File: src/design/uncompressed_png_stream_encoder_unit_assert.svh
// Assertion macros shared by the encoder's RTL files.
// Expects clk_i and rst_ni in the scope of each use.
`ifndef UNCOMPRESSED_PNG_STREAM_ENCODER_UNIT_ASSERT_SVH
`define UNCOMPRESSED_PNG_STREAM_ENCODER_UNIT_ASSERT_SVH

// Check a condition at every clock edge outside reset.
`define UPSE_ASSERT(lbl, expr, msg) \
  lbl: assert property (@(posedge clk_i) disable iff (!rst_ni) (expr)) else $error(msg);

// Check that a condition holds in the cycle after a trigger.
`define UPSE_ASSERT_NEXT(lbl, pre, post, msg) \
  lbl: assert property (@(posedge clk_i) disable iff (!rst_ni) (pre) |=> (post)) else $error(msg);

`endif

File: src/design/upse_pkg.sv
// Shared types and constants of the PNG stream encoder.
// No dependencies.
package upse_pkg;

  localparam int unsigned DimW = 13;

  localparam logic [DimW-1:0] MaxWidth  = 13'd4096;
  localparam logic [DimW-1:0] MaxHeight = 13'd4096;
  // Stored-block payload limit; the block count math relies on 2^16 - 1.
  localparam logic [15:0] BlockLimit = 16'hFFFF;

  localparam logic [DimW-1:0] WidthReset  = 13'd640;
  localparam logic [DimW-1:0] HeightReset = 13'd480;

  localparam logic KindStart = 1'b0;
  localparam logic KindPixel = 1'b1;

  localparam logic CfgWidth  = 1'b0;
  localparam logic CfgHeight = 1'b1;

  typedef struct packed {
    logic            kind;
    logic            row_start;
    logic            last;
    logic [7:0]      red;
    logic [7:0]      green;
    logic [7:0]      blue;
    logic [7:0]      alpha;
    logic [DimW-1:0] fw;
    logic [DimW-1:0] fh;
  } cmd_t;

endpackage

File: src/design/upse_front.sv
// Front end: config registers, frame position tracking, command classification.
// Depends on upse_pkg.
module upse_front (
  input  logic                      clk_i,
  input  logic                      rst_ni,
  input  logic                      cfg_we_i,
  input  logic                      cfg_index_i,
  input  logic [upse_pkg::DimW-1:0] cfg_data_i,
  input  logic                      in_valid_i,
  output logic                      in_stall_o,
  input  logic                      kind_i,
  input  logic [7:0]                red_i,
  input  logic [7:0]                green_i,
  input  logic [7:0]                blue_i,
  input  logic [7:0]                alpha_i,
  input  logic                      q_full_i,
  output logic                      q_push_o,
  output upse_pkg::cmd_t            q_cmd_o
);

  logic [upse_pkg::DimW-1:0] width_q, height_q;
  logic [upse_pkg::DimW-1:0] fw_q, fh_q, col_q, row_q;
  logic [upse_pkg::DimW-1:0] fw_c, fh_c;
  logic                      active_q;
  logic                      accept_c, last_c;

  always_comb begin
    if (width_q == '0) fw_c = 13'd1;
    else if (width_q > upse_pkg::MaxWidth) fw_c = upse_pkg::MaxWidth;
    else fw_c = width_q;
    if (height_q == '0) fh_c = 13'd1;
    else if (height_q > upse_pkg::MaxHeight) fh_c = upse_pkg::MaxHeight;
    else fh_c = height_q;
  end

  assign in_stall_o = q_full_i;
  assign accept_c   = in_valid_i && !q_full_i;
  assign last_c     = (col_q == fw_q - 13'd1) && (row_q == fh_q - 13'd1);
  // Drop pixels outside a frame.
  assign q_push_o   = accept_c && (kind_i == upse_pkg::KindStart || active_q);

  always_comb begin
    q_cmd_o.kind      = kind_i;
    q_cmd_o.row_start = (col_q == '0);
    q_cmd_o.last      = last_c;
    q_cmd_o.red       = red_i;
    q_cmd_o.green     = green_i;
    q_cmd_o.blue      = blue_i;
    q_cmd_o.alpha     = alpha_i;
    q_cmd_o.fw        = fw_c;
    q_cmd_o.fh        = fh_c;
  end

  always_ff @(posedge clk_i or negedge rst_ni) begin
    if (!rst_ni) begin
      width_q  <= upse_pkg::WidthReset;
      height_q <= upse_pkg::HeightReset;
    end else if (cfg_we_i) begin
      unique case (cfg_index_i)
        upse_pkg::CfgWidth:  width_q  <= cfg_data_i;
        upse_pkg::CfgHeight: height_q <= cfg_data_i;
        default: ;
      endcase
    end
  end

  always_ff @(posedge clk_i or negedge rst_ni) begin
    if (!rst_ni) begin
      active_q <= 1'b0;
      fw_q     <= 13'd1;
      fh_q     <= 13'd1;
      col_q    <= '0;
      row_q    <= '0;
    end else if (accept_c) begin
      if (kind_i == upse_pkg::KindStart) begin
        active_q <= 1'b1;
        fw_q     <= fw_c;
        fh_q     <= fh_c;
        col_q    <= '0;
        row_q    <= '0;
      end else if (active_q) begin
        if (last_c) active_q <= 1'b0;
        if (col_q == fw_q - 13'd1) begin
          col_q <= '0;
          row_q <= row_q + 13'd1;
        end else begin
          col_q <= col_q + 13'd1;
        end
      end
    end
  end

endmodule

File: src/design/upse_queue.sv
// Short command queue between front and back end.
// Depends on upse_pkg and the assertion macro header.
`include "uncompressed_png_stream_encoder_unit_assert.svh"
module upse_queue #(
  parameter int unsigned Depth = 4
) (
  input  logic           clk_i,
  input  logic           rst_ni,
  input  logic           push_i,
  input  upse_pkg::cmd_t cmd_i,
  input  logic           pop_i,
  output upse_pkg::cmd_t cmd_o,
  output logic           full_o,
  output logic           empty_o
);

  localparam int unsigned PtrW = $clog2(Depth);
  localparam int unsigned CntW = $clog2(Depth + 1);

  upse_pkg::cmd_t      slot_q [Depth];
  logic [PtrW-1:0]     wr_q, rd_q;
  logic [CntW-1:0]     cnt_q;

  assign full_o  = (cnt_q == CntW'(Depth));
  assign empty_o = (cnt_q == '0);
  assign cmd_o   = slot_q[rd_q];

  always_ff @(posedge clk_i) begin
    if (push_i) slot_q[wr_q] <= cmd_i;
  end

  always_ff @(posedge clk_i or negedge rst_ni) begin
    if (!rst_ni) begin
      wr_q  <= '0;
      rd_q  <= '0;
      cnt_q <= '0;
    end else begin
      if (push_i) wr_q <= (wr_q == PtrW'(Depth - 1)) ? '0 : wr_q + PtrW'(1);
      if (pop_i)  rd_q <= (rd_q == PtrW'(Depth - 1)) ? '0 : rd_q + PtrW'(1);
      if (push_i && !pop_i) cnt_q <= cnt_q + CntW'(1);
      else if (!push_i && pop_i) cnt_q <= cnt_q - CntW'(1);
    end
  end

  `UPSE_ASSERT(a_no_overflow, !(push_i && full_o), "queue push while full")
  `UPSE_ASSERT(a_no_underflow, !(pop_i && empty_o), "queue pop while empty")

endmodule

File: src/design/upse_back.sv
// Back end: expands commands into PNG bytes, runs CRC-32 and Adler-32.
// Depends on upse_pkg and the assertion macro header; ends in a registered output stage.
`include "uncompressed_png_stream_encoder_unit_assert.svh"
module upse_back (
  input  logic           clk_i,
  input  logic           rst_ni,
  input  upse_pkg::cmd_t q_cmd_i,
  input  logic           q_empty_i,
  output logic           q_pop_o,
  output logic           out_valid_o,
  input  logic           out_stall_i,
  output logic [7:0]     out_byte_o,
  output logic           run_last_o,
  output logic           frame_end_o
);

  localparam logic [1:0] ST_IDLE  = 2'd0;
  localparam logic [1:0] ST_START = 2'd1;
  localparam logic [1:0] ST_RAW   = 2'd2;
  localparam logic [1:0] ST_TRL   = 2'd3;

  localparam int unsigned RawW = 27;

  function automatic logic [31:0] crc8(logic [31:0] c_in, logic [7:0] b);
    logic [31:0] c;
    c = c_in ^ {24'd0, b};
    for (int k = 0; k < 8; k++) begin
      c = c[0] ? (32'hEDB88320 ^ (c >> 1)) : (c >> 1);
    end
    return c;
  endfunction

  function automatic logic [7:0] be_byte(logic [31:0] v, logic [1:0] idx);
    logic [31:0] s;
    s = v >> ({3'd0, 2'd3 - idx} * 5'd8);
    return s[7:0];
  endfunction

  logic [1:0]      state_q;
  upse_pkg::cmd_t  cmd_q;
  logic [5:0]      step_q;
  logic [2:0]      ri_q, hi_q;
  logic [31:0]     crc_q, crc_d, crc_base;
  logic [15:0]     al_q, ah_q, al_d, ah_d;
  logic [16:0]     al_sum, ah_sum;
  logic [15:0]     blk_q;
  logic [RawW-1:0] rawl_q, rawt_q;
  logic [31:0]     idat_q;
  logic [27:0]     prod_c;
  logic [10:0]     blkq_c;
  logic [16:0]     blkr_c;
  logic [11:0]     blocks_c;
  logic [15:0]     len_c;
  logic            final_blk_c;

  logic       advance, fire;
  logic [7:0] byte_c;
  logic       in_crc_c, crc_rst_c, hdr_c, last_c, fend_c, to_trl_c;
  logic [5:0] off_c;

  logic       out_valid_q, out_last_q, out_fend_q;
  logic [7:0] out_byte_q;

  assign advance = !out_valid_q || !out_stall_i;
  assign fire    = (state_q != ST_IDLE) && advance;

  // Frame size math; settles well before the length bytes go out.
  assign prod_c   = {15'd0, cmd_q.fh} * {13'd0, cmd_q.fw, 2'b01};
  assign blkq_c   = rawt_q[26:16];
  assign blkr_c   = {1'b0, rawt_q[15:0]} + {6'd0, blkq_c};
  assign blocks_c = {1'b0, blkq_c} + {11'd0, blkr_c != '0} + {11'd0, blkr_c[16]};

  always_ff @(posedge clk_i) begin
    rawt_q <= prod_c[RawW-1:0];
    idat_q <= {5'd0, rawt_q} + {20'd0, blocks_c} * 32'd5 + 32'd6;
  end

  assign final_blk_c = (rawl_q <= {11'd0, upse_pkg::BlockLimit});
  assign len_c       = final_blk_c ? rawl_q[15:0] : upse_pkg::BlockLimit;

  always_comb begin
    byte_c    = 8'h00;
    in_crc_c  = 1'b0;
    crc_rst_c = 1'b0;
    hdr_c     = 1'b0;
    last_c    = 1'b0;
    fend_c    = 1'b0;
    to_trl_c  = 1'b0;
    off_c     = '0;
    unique case (state_q)
      ST_START: begin
        case (step_q) inside
          6'd0:  byte_c = 8'h89;
          6'd1:  byte_c = 8'h50;
          6'd2:  byte_c = 8'h4E;
          6'd3:  byte_c = 8'h47;
          6'd4:  byte_c = 8'h0D;
          6'd5:  byte_c = 8'h0A;
          6'd6:  byte_c = 8'h1A;
          6'd7:  byte_c = 8'h0A;
          6'd11: byte_c = 8'h0D;
          6'd12: byte_c = 8'h49;
          6'd13: byte_c = 8'h48;
          6'd14: byte_c = 8'h44;
          6'd15: byte_c = 8'h52;
          [6'd16:6'd19]: byte_c = be_byte({19'd0, cmd_q.fw}, step_q[1:0]);
          [6'd20:6'd23]: byte_c = be_byte({19'd0, cmd_q.fh}, step_q[1:0]);
          6'd24: byte_c = 8'h08;
          6'd25: byte_c = 8'h06;
          [6'd29:6'd32]: begin
            off_c  = step_q - 6'd29;
            byte_c = be_byte(~crc_q, off_c[1:0]);
          end
          [6'd33:6'd36]: begin
            off_c  = step_q - 6'd33;
            byte_c = be_byte(idat_q, off_c[1:0]);
          end
          6'd37: byte_c = 8'h49;
          6'd38: byte_c = 8'h44;
          6'd39: byte_c = 8'h41;
          6'd40: byte_c = 8'h54;
          6'd41: byte_c = 8'h78;
          6'd42: byte_c = 8'h01;
          default: byte_c = 8'h00;
        endcase
        in_crc_c  = (step_q >= 6'd12 && step_q <= 6'd28) || (step_q >= 6'd37);
        crc_rst_c = (step_q == 6'd12) || (step_q == 6'd37);
        last_c    = (step_q == 6'd42);
      end
      ST_RAW: begin
        in_crc_c = 1'b1;
        if (blk_q == '0) begin
          hdr_c = 1'b1;
          case (hi_q)
            3'd0:    byte_c = {7'd0, final_blk_c};
            3'd1:    byte_c = len_c[7:0];
            3'd2:    byte_c = len_c[15:8];
            3'd3:    byte_c = ~len_c[7:0];
            default: byte_c = ~len_c[15:8];
          endcase
        end else begin
          case (ri_q)
            3'd1:    byte_c = cmd_q.red;
            3'd2:    byte_c = cmd_q.green;
            3'd3:    byte_c = cmd_q.blue;
            3'd4:    byte_c = cmd_q.alpha;
            default: byte_c = 8'h00;
          endcase
          to_trl_c = (ri_q == 3'd4) && cmd_q.last;
          last_c   = (ri_q == 3'd4) && !cmd_q.last;
        end
      end
      ST_TRL: begin
        case (step_q) inside
          [6'd0:6'd3]: byte_c = be_byte({ah_q, al_q}, step_q[1:0]);
          [6'd4:6'd7]: byte_c = be_byte(~crc_q, step_q[1:0]);
          6'd12: byte_c = 8'h49;
          6'd13: byte_c = 8'h45;
          6'd14: byte_c = 8'h4E;
          6'd15: byte_c = 8'h44;
          [6'd16:6'd19]: byte_c = be_byte(~crc_q, step_q[1:0]);
          default: byte_c = 8'h00;
        endcase
        in_crc_c  = (step_q <= 6'd3) || (step_q >= 6'd12 && step_q <= 6'd15);
        crc_rst_c = (step_q == 6'd12);
        last_c    = (step_q == 6'd19);
        fend_c    = last_c;
      end
      default: ;
    endcase
  end

  assign crc_base = crc_rst_c ? 32'hFFFFFFFF : crc_q;
  assign crc_d    = in_crc_c ? crc8(crc_base, byte_c) : crc_base;

  // Adler-32 over raw bytes: two mod-65521 adds.
  assign al_sum = {1'b0, al_q} + {9'd0, byte_c};
  assign al_d   = (al_sum >= 17'd65521) ? 16'(al_sum - 17'd65521) : al_sum[15:0];
  assign ah_sum = {1'b0, ah_q} + {1'b0, al_d};
  assign ah_d   = (ah_sum >= 17'd65521) ? 16'(ah_sum - 17'd65521) : ah_sum[15:0];

  assign q_pop_o = !q_empty_i && ((state_q == ST_IDLE) || (fire && last_c));

  always_ff @(posedge clk_i) begin
    if (q_pop_o) cmd_q <= q_cmd_i;
  end

  // Checksums and block counters step only on the emitted bytes they cover.
  always_ff @(posedge clk_i or negedge rst_ni) begin
    if (!rst_ni) begin
      crc_q  <= 32'hFFFFFFFF;
      al_q   <= 16'd1;
      ah_q   <= '0;
      blk_q  <= '0;
      rawl_q <= '0;
    end else if (fire) begin
      crc_q <= crc_d;
      unique case (state_q)
        ST_START: begin
          if (last_c) begin
            al_q   <= 16'd1;
            ah_q   <= '0;
            blk_q  <= '0;
            rawl_q <= rawt_q;
          end
        end
        ST_RAW: begin
          if (hdr_c) begin
            if (hi_q == 3'd4) blk_q <= len_c;
          end else begin
            al_q   <= al_d;
            ah_q   <= ah_d;
            blk_q  <= blk_q - 16'd1;
            rawl_q <= rawl_q - RawW'(1);
          end
        end
        default: ;
      endcase
    end
  end

  // Sequencing; a pop loads the next command over the last byte of the current one.
  always_ff @(posedge clk_i or negedge rst_ni) begin
    if (!rst_ni) begin
      state_q <= ST_IDLE;
      step_q  <= '0;
      ri_q    <= '0;
      hi_q    <= '0;
    end else if (q_pop_o) begin
      state_q <= (q_cmd_i.kind == upse_pkg::KindStart) ? ST_START : ST_RAW;
      step_q  <= '0;
      hi_q    <= '0;
      ri_q    <= q_cmd_i.row_start ? 3'd0 : 3'd1;
    end else if (fire) begin
      unique case (state_q)
        ST_START: step_q <= step_q + 6'd1;
        ST_RAW: begin
          if (hdr_c) hi_q <= (hi_q == 3'd4) ? '0 : hi_q + 3'd1;
          else ri_q <= ri_q + 3'd1;
          if (to_trl_c) begin
            state_q <= ST_TRL;
            step_q  <= '0;
          end
        end
        ST_TRL: step_q <= step_q + 6'd1;
        default: ;
      endcase
      if (last_c) state_q <= ST_IDLE;
    end
  end

  always_ff @(posedge clk_i or negedge rst_ni) begin
    if (!rst_ni) begin
      out_valid_q <= 1'b0;
    end else if (advance) begin
      out_valid_q <= fire;
    end
  end

  always_ff @(posedge clk_i) begin
    if (fire) begin
      out_byte_q <= byte_c;
      out_last_q <= last_c;
      out_fend_q <= fend_c;
    end
  end

  assign out_valid_o = out_valid_q;
  assign out_byte_o  = out_byte_q;
  assign run_last_o  = out_last_q;
  assign frame_end_o = out_fend_q;

  `UPSE_ASSERT(a_fend_is_last, !(out_valid_q && out_fend_q) || out_last_q, "frame end without run last")
  `UPSE_ASSERT(a_hdr_on_empty, !(state_q == ST_RAW && hi_q != '0) || blk_q == '0, "block header mid block")
  `UPSE_ASSERT_NEXT(a_start_load, q_pop_o && q_cmd_i.kind == upse_pkg::KindStart, state_q == ST_START && step_q == '0, "start not loaded")

endmodule

File: src/design/uncompressed_png_stream_encoder_unit.sv
// PNG stream encoder top level: front end, command queue, back end.
// Depends on upse_pkg, upse_front, upse_queue, upse_back.
//
// Usage:
//   Input beats (valid/stall) carry kind plus an RGBA pixel. A start beat
//   (kind 0) produces the 43-byte file head: signature, IHDR, IDAT length and
//   type, zlib header. Each pixel beat produces its four bytes, preceded by a
//   filter byte at row start, with a five-byte stored-block header put in
//   wherever a block opens; the frame's final pixel adds the 20-byte trailer.
//   Pixels outside a frame are dropped. The user writes width and height
//   through the config port while idle; the block does not enforce this.
//   Both are taken at the start beat. Output beats carry one byte each;
//   run_last marks an input beat's last byte, frame_end the file's final byte.
// Timing:
//   When the back end is idle, an accepted beat is written to the queue, then
//   loaded into the back end's command register, and its first byte is then
//   registered in the output stage. The back end emits one byte per cycle
//   while it has a command and its output is not stalled. The queue of
//   Depth commands lets input beats be taken while earlier ones are still
//   being expanded. A stalled output holds its byte; once the queue fills,
//   in_stall_o rises. Reset clears the frame state, the queue and the output
//   stage and loads the default size of 640 by 480.
module uncompressed_png_stream_encoder_unit #(
  parameter int unsigned Depth = 4
) (
  input  logic        clk_i,
  input  logic        rst_ni,
  input  logic        cfg_we_i,
  input  logic        cfg_index_i,
  input  logic [12:0] cfg_data_i,
  input  logic        in_valid_i,
  output logic        in_stall_o,
  input  logic        kind_i,
  input  logic [7:0]  red_i,
  input  logic [7:0]  green_i,
  input  logic [7:0]  blue_i,
  input  logic [7:0]  alpha_i,
  output logic        out_valid_o,
  input  logic        out_stall_i,
  output logic [7:0]  out_byte_o,
  output logic        run_last_o,
  output logic        frame_end_o
);

  upse_pkg::cmd_t push_cmd, head_cmd;
  logic           push, pop, full, empty;

  upse_front u_front (
    .clk_i       (clk_i),
    .rst_ni      (rst_ni),
    .cfg_we_i    (cfg_we_i),
    .cfg_index_i (cfg_index_i),
    .cfg_data_i  (cfg_data_i),
    .in_valid_i  (in_valid_i),
    .in_stall_o  (in_stall_o),
    .kind_i      (kind_i),
    .red_i       (red_i),
    .green_i     (green_i),
    .blue_i      (blue_i),
    .alpha_i     (alpha_i),
    .q_full_i    (full),
    .q_push_o    (push),
    .q_cmd_o     (push_cmd)
  );

  upse_queue #(.Depth(Depth)) u_queue (
    .clk_i   (clk_i),
    .rst_ni  (rst_ni),
    .push_i  (push),
    .cmd_i   (push_cmd),
    .pop_i   (pop),
    .cmd_o   (head_cmd),
    .full_o  (full),
    .empty_o (empty)
  );

  upse_back u_back (
    .clk_i       (clk_i),
    .rst_ni      (rst_ni),
    .q_cmd_i     (head_cmd),
    .q_empty_i   (empty),
    .q_pop_o     (pop),
    .out_valid_o (out_valid_o),
    .out_stall_i (out_stall_i),
    .out_byte_o  (out_byte_o),
    .run_last_o  (run_last_o),
    .frame_end_o (frame_end_o)
  );

endmodule

File: config.mk
export PLATFORM = sky130hd
export DESIGN_NAME = uncompressed_png_stream_encoder_unit
export DESIGN_NICKNAME = d
export VERILOG_FILES = /design/src/design/upse_pkg.sv /design/src/design/upse_front.sv /design/src/design/upse_queue.sv /design/src/design/upse_back.sv /design/src/design/uncompressed_png_stream_encoder_unit.sv
export VERILOG_INCLUDE_DIRS = /design/src /design/src/design
export SDC_FILE = /design/constraint.sdc
export NUM_CORES = 2
export LEC_CHECK = 0
export ABC_CLOCK_PERIOD_IN_PS = 11600
export BUFFER_PORTS_ARGS = -buffer_cell sky130_fd_sc_hd__buf_2
export CAP_MARGIN = 40
export CELL_PAD_IN_SITES_DETAIL_PLACEMENT = 0
export CELL_PAD_IN_SITES_GLOBAL_PLACEMENT = 1
export CORE_ASPECT_RATIO = 1.4
export CORE_MARGIN = 4
export CORE_UTILIZATION = 52
export CTS_BUF_LIST = sky130_fd_sc_hd__clkbuf_16
export DETAILED_ROUTE_END_ITERATION = 16
export GPL_TIMING_DRIVEN = 0
export PLACE_DENSITY = 0.88
export REMOVE_ABC_BUFFERS = 1
export SLEW_MARGIN = 40
export SYNTH_ARGS = -nofsm -noshare
export SYNTH_HDL_FRONTEND = slang
export SYNTH_SLANG_ARGS = --single-unit
File: constraint.sdc
create_clock -name clk_i -period 11.6 [get_ports clk_i]
set_input_delay 1.16 -clock clk_i [delete_from_list [all_inputs] [get_ports clk_i]]
set_output_delay 1.16 -clock clk_i [all_outputs]
set_load 0.02 [all_outputs]
* After elaboration in Yosys (flattened, before gate mapping)
Memories as Yosys holds them, arrays and structs flattened.
Index checks and enable logic that the tools add are counted.
** Operators by class
- $add $sub $neg :: 27
- $mul :: 2
- Order comparisons :: 21
- Eq/ne operators :: 44
- Shifts and indexed selects :: 6
- Muxes and demuxes :: 108
- Bitwise operators :: 14
- Reductions and logical operators :: 61
** Operator list (number)
- $mux 32 :: 10
- $mux 8 :: 32
- $mux 16 :: 9
- $mux 13 :: 10
- $shr 32x5->8 :: 4
- $not 13->14 :: 8
- $pmux 16 s2 :: 3
- $pmux 8 s4 :: 2
- $mux 27 :: 2
- $pmux 27 s2 :: 1
- $logic_not 13->1 :: 3
- $eq 6x6->1 const B :: 6
- $ge 17x16->1 const B :: 2
- $mux 3 :: 11
- $add 32x3->32 const B :: 1
- $not 32->32 :: 1
- $sub 16x16->16 const B :: 2
- $xor 32x8->32 :: 1
- $eq 6x4->1 const B :: 5
- $add 27x15->28 :: 1
- $le 27x16->1 const B :: 1
- $mul 13x15->27 :: 1
- $sub 27x1->27 const B :: 1
- $add 13x1->13 const B :: 2
- 63 further kinds :: 164
** Word-level totals
- Register bits :: 336
- Memory bits (writable) :: 244
- Input bits :: 52
- Word-level logic and storage cells :: 316
- Memories kept :: 1
** Memories
- u_queue.slot_q :: depth 4, width 61, rd ports 1, clocked after memory_dff 0, write ports 1, line upse_queue.sv:20 : upse_pkg::cmd_t slot_q [Depth];

* Longest topological paths before layout
- Depth in word-level cells :: 45
- Mapped depth :: 39
- Mapped depth without buffers :: 34

* Cells and area by module
A second synthesis with hierarchy kept.
** Second synthesis, totals
- Cells, all modules :: 3395
- Area total of the unflattened synthesis :: 37109.3 um^2
** Modules (own cells, without submodules)
- upse_back :: times used 1, cells each 2543, area each 22950.8 um^2, sequential area each 6267.3 um^2
- upse_queue :: times used 1, cells each 356, area each 9290.2 um^2, sequential area each 7502.2 um^2
- upse_front :: times used 1, cells each 496, area each 4868.4 um^2, sequential area each 1986.9 um^2

* Worst setup path after synthesis
OpenSTA, ideal clock, no wires.
- Path type :: register to register
- From :: register u_back.step_q[0]
- To :: register u_back.ah_q[5]
- Data arrival time :: 10068 ps
- Required time :: 11513 ps
- Path slack :: 1445 ps
- Stages on the path, launching flop included :: 39
- Clock period less this slack :: 10155 ps
- Path through :: dfrtp_1 buf_4 buf_2 buf_4 inv_1 ha_1 clkbuf_1 buf_1 mux4_2 nand2b_1 a311oi_1 o22ai_1 a41oi_1 inv_1 ha_1 fa_1 a21o_1 a21oi_1 (+3 left out) mux2i_1 a2111oi_0 a41oi_1 xnor2_1 ha_1 inv_1 fa_1 nand3b_1 a21o_1 a221oi_1 o211ai_1 nor4_1 nand4_1 o41ai_2 nand3_1 xor2_1 a2111o_1 o211ai_1
** Between the ends
- Cells in the longest elaborated chain, start to end :: 35
- Elaborated cells on any way between the ends :: 97
- Classes of those cells :: add/sub (9); order compare (14); eq/ne (22); shift (6); mux (38); reduce/logical (8)
** RTL lines
- from (decl) :: line upse_back.sv:41 : logic [5:0] step_q;
- from (signal assigned) :: line upse_back.sv:236 : ST_START: step_q <= step_q + 6'd1;
- from (signal assigned) :: line upse_back.sv:245 : ST_TRL: step_q <= step_q + 6'd1;
- parallel branches: the longest is 26 deep, another holds $sub 2x1->2
- $pmux 8 s3 * :: line upse_back.sv:90 : unique case (state_q)
- via u_back.byte_c[0] :: line upse_back.sv:57 : logic [7:0] byte_c;
- $add 16x8->17 * :: line upse_back.sv:177 : assign al_sum = {1'b0, al_q} + {9'd0, byte_c};
- $sub 16x16->16 / $ge 17x16->1 (equally long branches) :: line upse_back.sv:178 : assign al_d = (al_sum >= 17'd65521) ? 16'(al_sum - 17'd65521) : al_sum[15:0];
- $mux 16 * :: line upse_back.sv:178
- $add 16x16->17 * :: line upse_back.sv:179 : assign ah_sum = {1'b0, ah_q} + {1'b0, al_d};
- $sub 16x16->16 / $ge 17x16->1 (equally long branches) :: line upse_back.sv:180 : assign ah_d = (ah_sum >= 17'd65521) ? 16'(ah_sum - 17'd65521) : ah_sum[15:0];
- $mux 16 * :: line upse_back.sv:180
- $mux 16 * :: line upse_back.sv:208 : if (hdr_c) begin
- $pmux 16 s2 * :: line upse_back.sv:198 : unique case (state_q)
- to (signal assigned) :: line upse_back.sv:212 : ah_q <= ah_d;
- to (decl) :: line upse_back.sv:44 : logic [15:0] al_q, ah_q, al_d, ah_d;
Mark *: on every way through the listed nets, which the timed path passes. The select of a mux whose other input is x is not followed.
A chain may end at the register's enable or synchronous reset.

* Worst setup path after layout
- From :: register u_back.step_q[1]
- To :: register u_back.ah_q[5]
Same word-level chain as after synthesis.

==> results.json <==
{
  "critical_path.max_fanout": 24,
  "syn_area_sq_um": 37380,
  "grt_first_pass_wirelength_microns": 150200,
  "synth_warnings": 0,
  "drv.max_cap_violation_count": 0,
  "clk_transition_reported_paths_ns": 0.07,
  "min-delay-path-class": "in -> async",
  "post-synth-top-count-cell": "nand2_1",
  "crit_path_start_kind": "flip-flop",
  "start_util_pct": 52.34,
  "rows": 116,
  "drt-met1-wl_microns": 36620,
  "drt_pass1_iterations": 7,
  "finClkSkew_ns": 0.04612,
  "postLayoutCoreUtil_pct": 57.01,
  "timing_max_transition_violations_final": 0,
  "dr_wl_met3_microns": 4594,
  "hold_viol_final": 0,
  "critPathMostFrequentCell": "inv_1",
  "routed.top_layer": "met4",
  "design_area_sq_um": 40710,
  "ys_top_cells_by_area": "edfxtp_1 (25%), dfrtp_1 (11%), fa_1 (7.8%)",
  "initial_antenna_violation_count": 1,
  "ant_nets": 0,
  "clock-sinks": 577,
  "timing.critical_path.slowest_cell_delay_ns": 0.67,
  "pin_count": 64,
  "grt_pass1_vias": 27251,
  "synth-edff-count": 313,
  "critPathCaptureType": "flip-flop",
  "die_area_sq_um": 76290,
  "cts_tree": "done",
  "synthDistinctLibCells": 105,
  "post_cts_hold_buffer_count": 0,
  "numPortBuffers": 63,
  "die_y_microns": 325.2,
  "unrepaired_setup_endpoints_after_global_routing": "no",
  "grt_start_max_net_pins": 66,
  "grt_remaining_overflow": 0,
  "via_count": 26863,
  "standard_cell_with_the_maximum_stage_delay_on_the_critical_path": "dfrtp_4",
  "area_growth_pct": 8.921,
  "dpl-instance-area_sq_um": 38730,
  "share_of_layout_cells_above_drive_strength_1_pct": 12.78,
  "period_share_pct": 93.08,
  "tritoncts.num_buffers": 57,
  "fin_hold_ws_ns": 0.3711,
  "result_of_the_run": "complete, no violations",
  "setup-tns-final_ns": 0,
  "syn_area_per_cell_sq_um": 10.74,
  "maxSlewHeadroom_pct": 42.93,
  "globalplace.congestion": 0.9325,
  "synth_commonest_cells": "nand2_1 (320), edfxtp_1 (313), inv_1 (296)",
  "worst_slew_pin_slew_ns": 0.8522,
  "fill_cells": 5956,
  "met2_wire_len_microns": 48170,
  "clock_tree.root_cell": "clkbuf_16",
  "max-clock-path-buffers": 3,
  "drt_first_iter_violations": 2139,
  "overall_routed_net_length_microns": 93530,
  "yosysSeqAreaShare_pct": 42.21,
  "worst-endpoint-required_ns": 12.15,
  "design.core.area_sq_um": 71410,
  "synth_largest_type_area_fraction_pct": 25.15,
  "synthDominantAreaCellType": "edfxtp_1",
  "synthesis.instances": 3479,
  "synth-seq-cells": 577,
  "globalRouteTotalUtil_pct": 24.71,
  "finalWorstPathRequiredPeriod_ns": 10.80,
  "fmax_mhz": 92.61,
  "via_per_inst": 6.048,
  "async_flop_share_pct": 36.05,
  "clock_tree.htree_level_count": 2,
  "synthFlopType": "edfxtp_1",
  "die-width_microns": 234.6,
  "detail_route.drc_violations": 0,
  "arrival_ns": 11.35,
  "setup-violations-final": 0,
  "dp_hpwl_microns": 66630,
  "final_nets": 3823,
  "routedWlPerCell_microns": 21.05,
  "worst-setup-path-type": "reg -> reg",
  "clkLatencyLatePin_ns": 0.64
}
[final timing paths]
| kind | endpoint | slack [ns] | start | cells after the start |
|---|---|---|---|---|
| min in group clk_i | u_back.crc_q[18] | 0.48 | u_back.crc_q[18] | 2 |
| max in group asynchronous | u_front.width_q[7] | 10.16 | rst_ni | 3 |
| max | u_back.ah_q[5] | 0.80 | u_back.step_q[1] | 34 |
| min reg2reg | u_back.crc_q[18] | 0.48 | u_back.crc_q[18] | 2 |
| max reg2reg | u_back.ah_q[5] | 0.80 | u_back.step_q[1] | 34 |
| min | u_back.al_q[9] | 0.37 | rst_ni | 1 |
[final cells by class]
class / instances / area [sq um] / area share, %
multi-input cells: 2432 / 20000 / 49.12
flip-flops and latches: 577 / 15800 / 38.80
clock buffers: 58 / 1451 / 3.565
well taps: 944 / 1181 / 2.901
inverters: 296 / 1111 / 2.729
repair buffers: 84 / 760.7 / 1.869
clock inverters: 50 / 409.1 / 1.005
diodes: 1 / 2.502 / 0.006147
[placed cells by master (no fill, tap or decap), drive strengths merged, types with 56 or more instances in the layout]
cell | synthesis | layout
a21oi | 130 | 130
and2 | 79 | 79
buf | 38 | 84
clkbuf | 136 | 58
dfrtp | 167 | 167
dfxtp | 56 | 56
edfxtp | 313 | 313
fa | 146 | 146
ha | 177 | 177
inv | 296 | 310
mux2 | 61 | 61
mux4 | 90 | 90
nand2 | 321 | 321
nand3 | 84 | 84
nor2 | 218 | 218
nor2b | 59 | 59
nor3 | 68 | 68
o21ai | 196 | 196
xnor2 | 161 | 161
xor2 | 76 | 76
[critical path, delay by kind of cell (launching register included)]
kind | cells | cell delay (ns)
AND/OR/NAND/NOR | 6 | 1.50
AO/OA/AOI/OAI | 17 | 5.64
buffers and inverters | 3 | 0.47
flip-flops | 1 | 0.67
XOR/XNOR | 2 | 0.55
multiplexers | 1 | 0.16
adder cells (fa/ha/maj) | 5 | 1.67
[metal layers]
layer,up-vias,global-route usage (%)
met2,892,43.21
li1,12327,-
met5,-,0
met1,13413,31.21
met4,0,9.738
met3,231,2.899
[what timing repair did]
item                                    CTS  global route
setup buffers                             0             0
endpoints found under the setup margin   10            16
gates resized for setup                   4             7
cloned                                    0             0
[sequential cells by signal (all words and copies together), names as in the netlist, 6 cells and up]
signal and cells:
u_front.col_q 13, u_front.fh_q 13, u_back.al_q 16, u_back.idat_q 29
u_back.blk_q 16, u_back.step_q 6, u_front.row_q 13, u_front.width_q 13
u_queue.slot_q 244, u_back.ah_q 16, u_back.rawt_q 27, u_front.height_q 13
u_front.fw_q 13, u_back.out_byte_o 8, u_back.cmd_q 59, u_back.rawl_q 27
u_back.crc_q 32
[logic make-up (layout without fill, tap and decap cells)]
kind of cell,count (synthesis),count (layout),synth area share [%]
XOR/XNOR,244,244,6.190
multiplexers,182,182,8.091
AND/OR/NAND/NOR,1043,1043,13.83
flip-flops,577,577,42.21
buffers and inverters,470,488,4.807
adder cells (fa/ha/maj),323,323,13.75
AO/OA/AOI/OAI,639,639,11.12
other,1,2,0.01003
[metrics by stage]
stage / instances / worst slack, ns
6_report: 4442 / 0.8026
4_1_cts: 4440 / 0.1551
3_3_place_gp: 4312 / -2.705
3_5_place_dp: 4332 / -0.3709
5_1_grt: 4442 / 0.1098
2_1_floorplan: 3305 / 0.8094
Power is not shown: default switching activity piles up to over one toggle a cycle in this logic, so the estimate is an artifact.
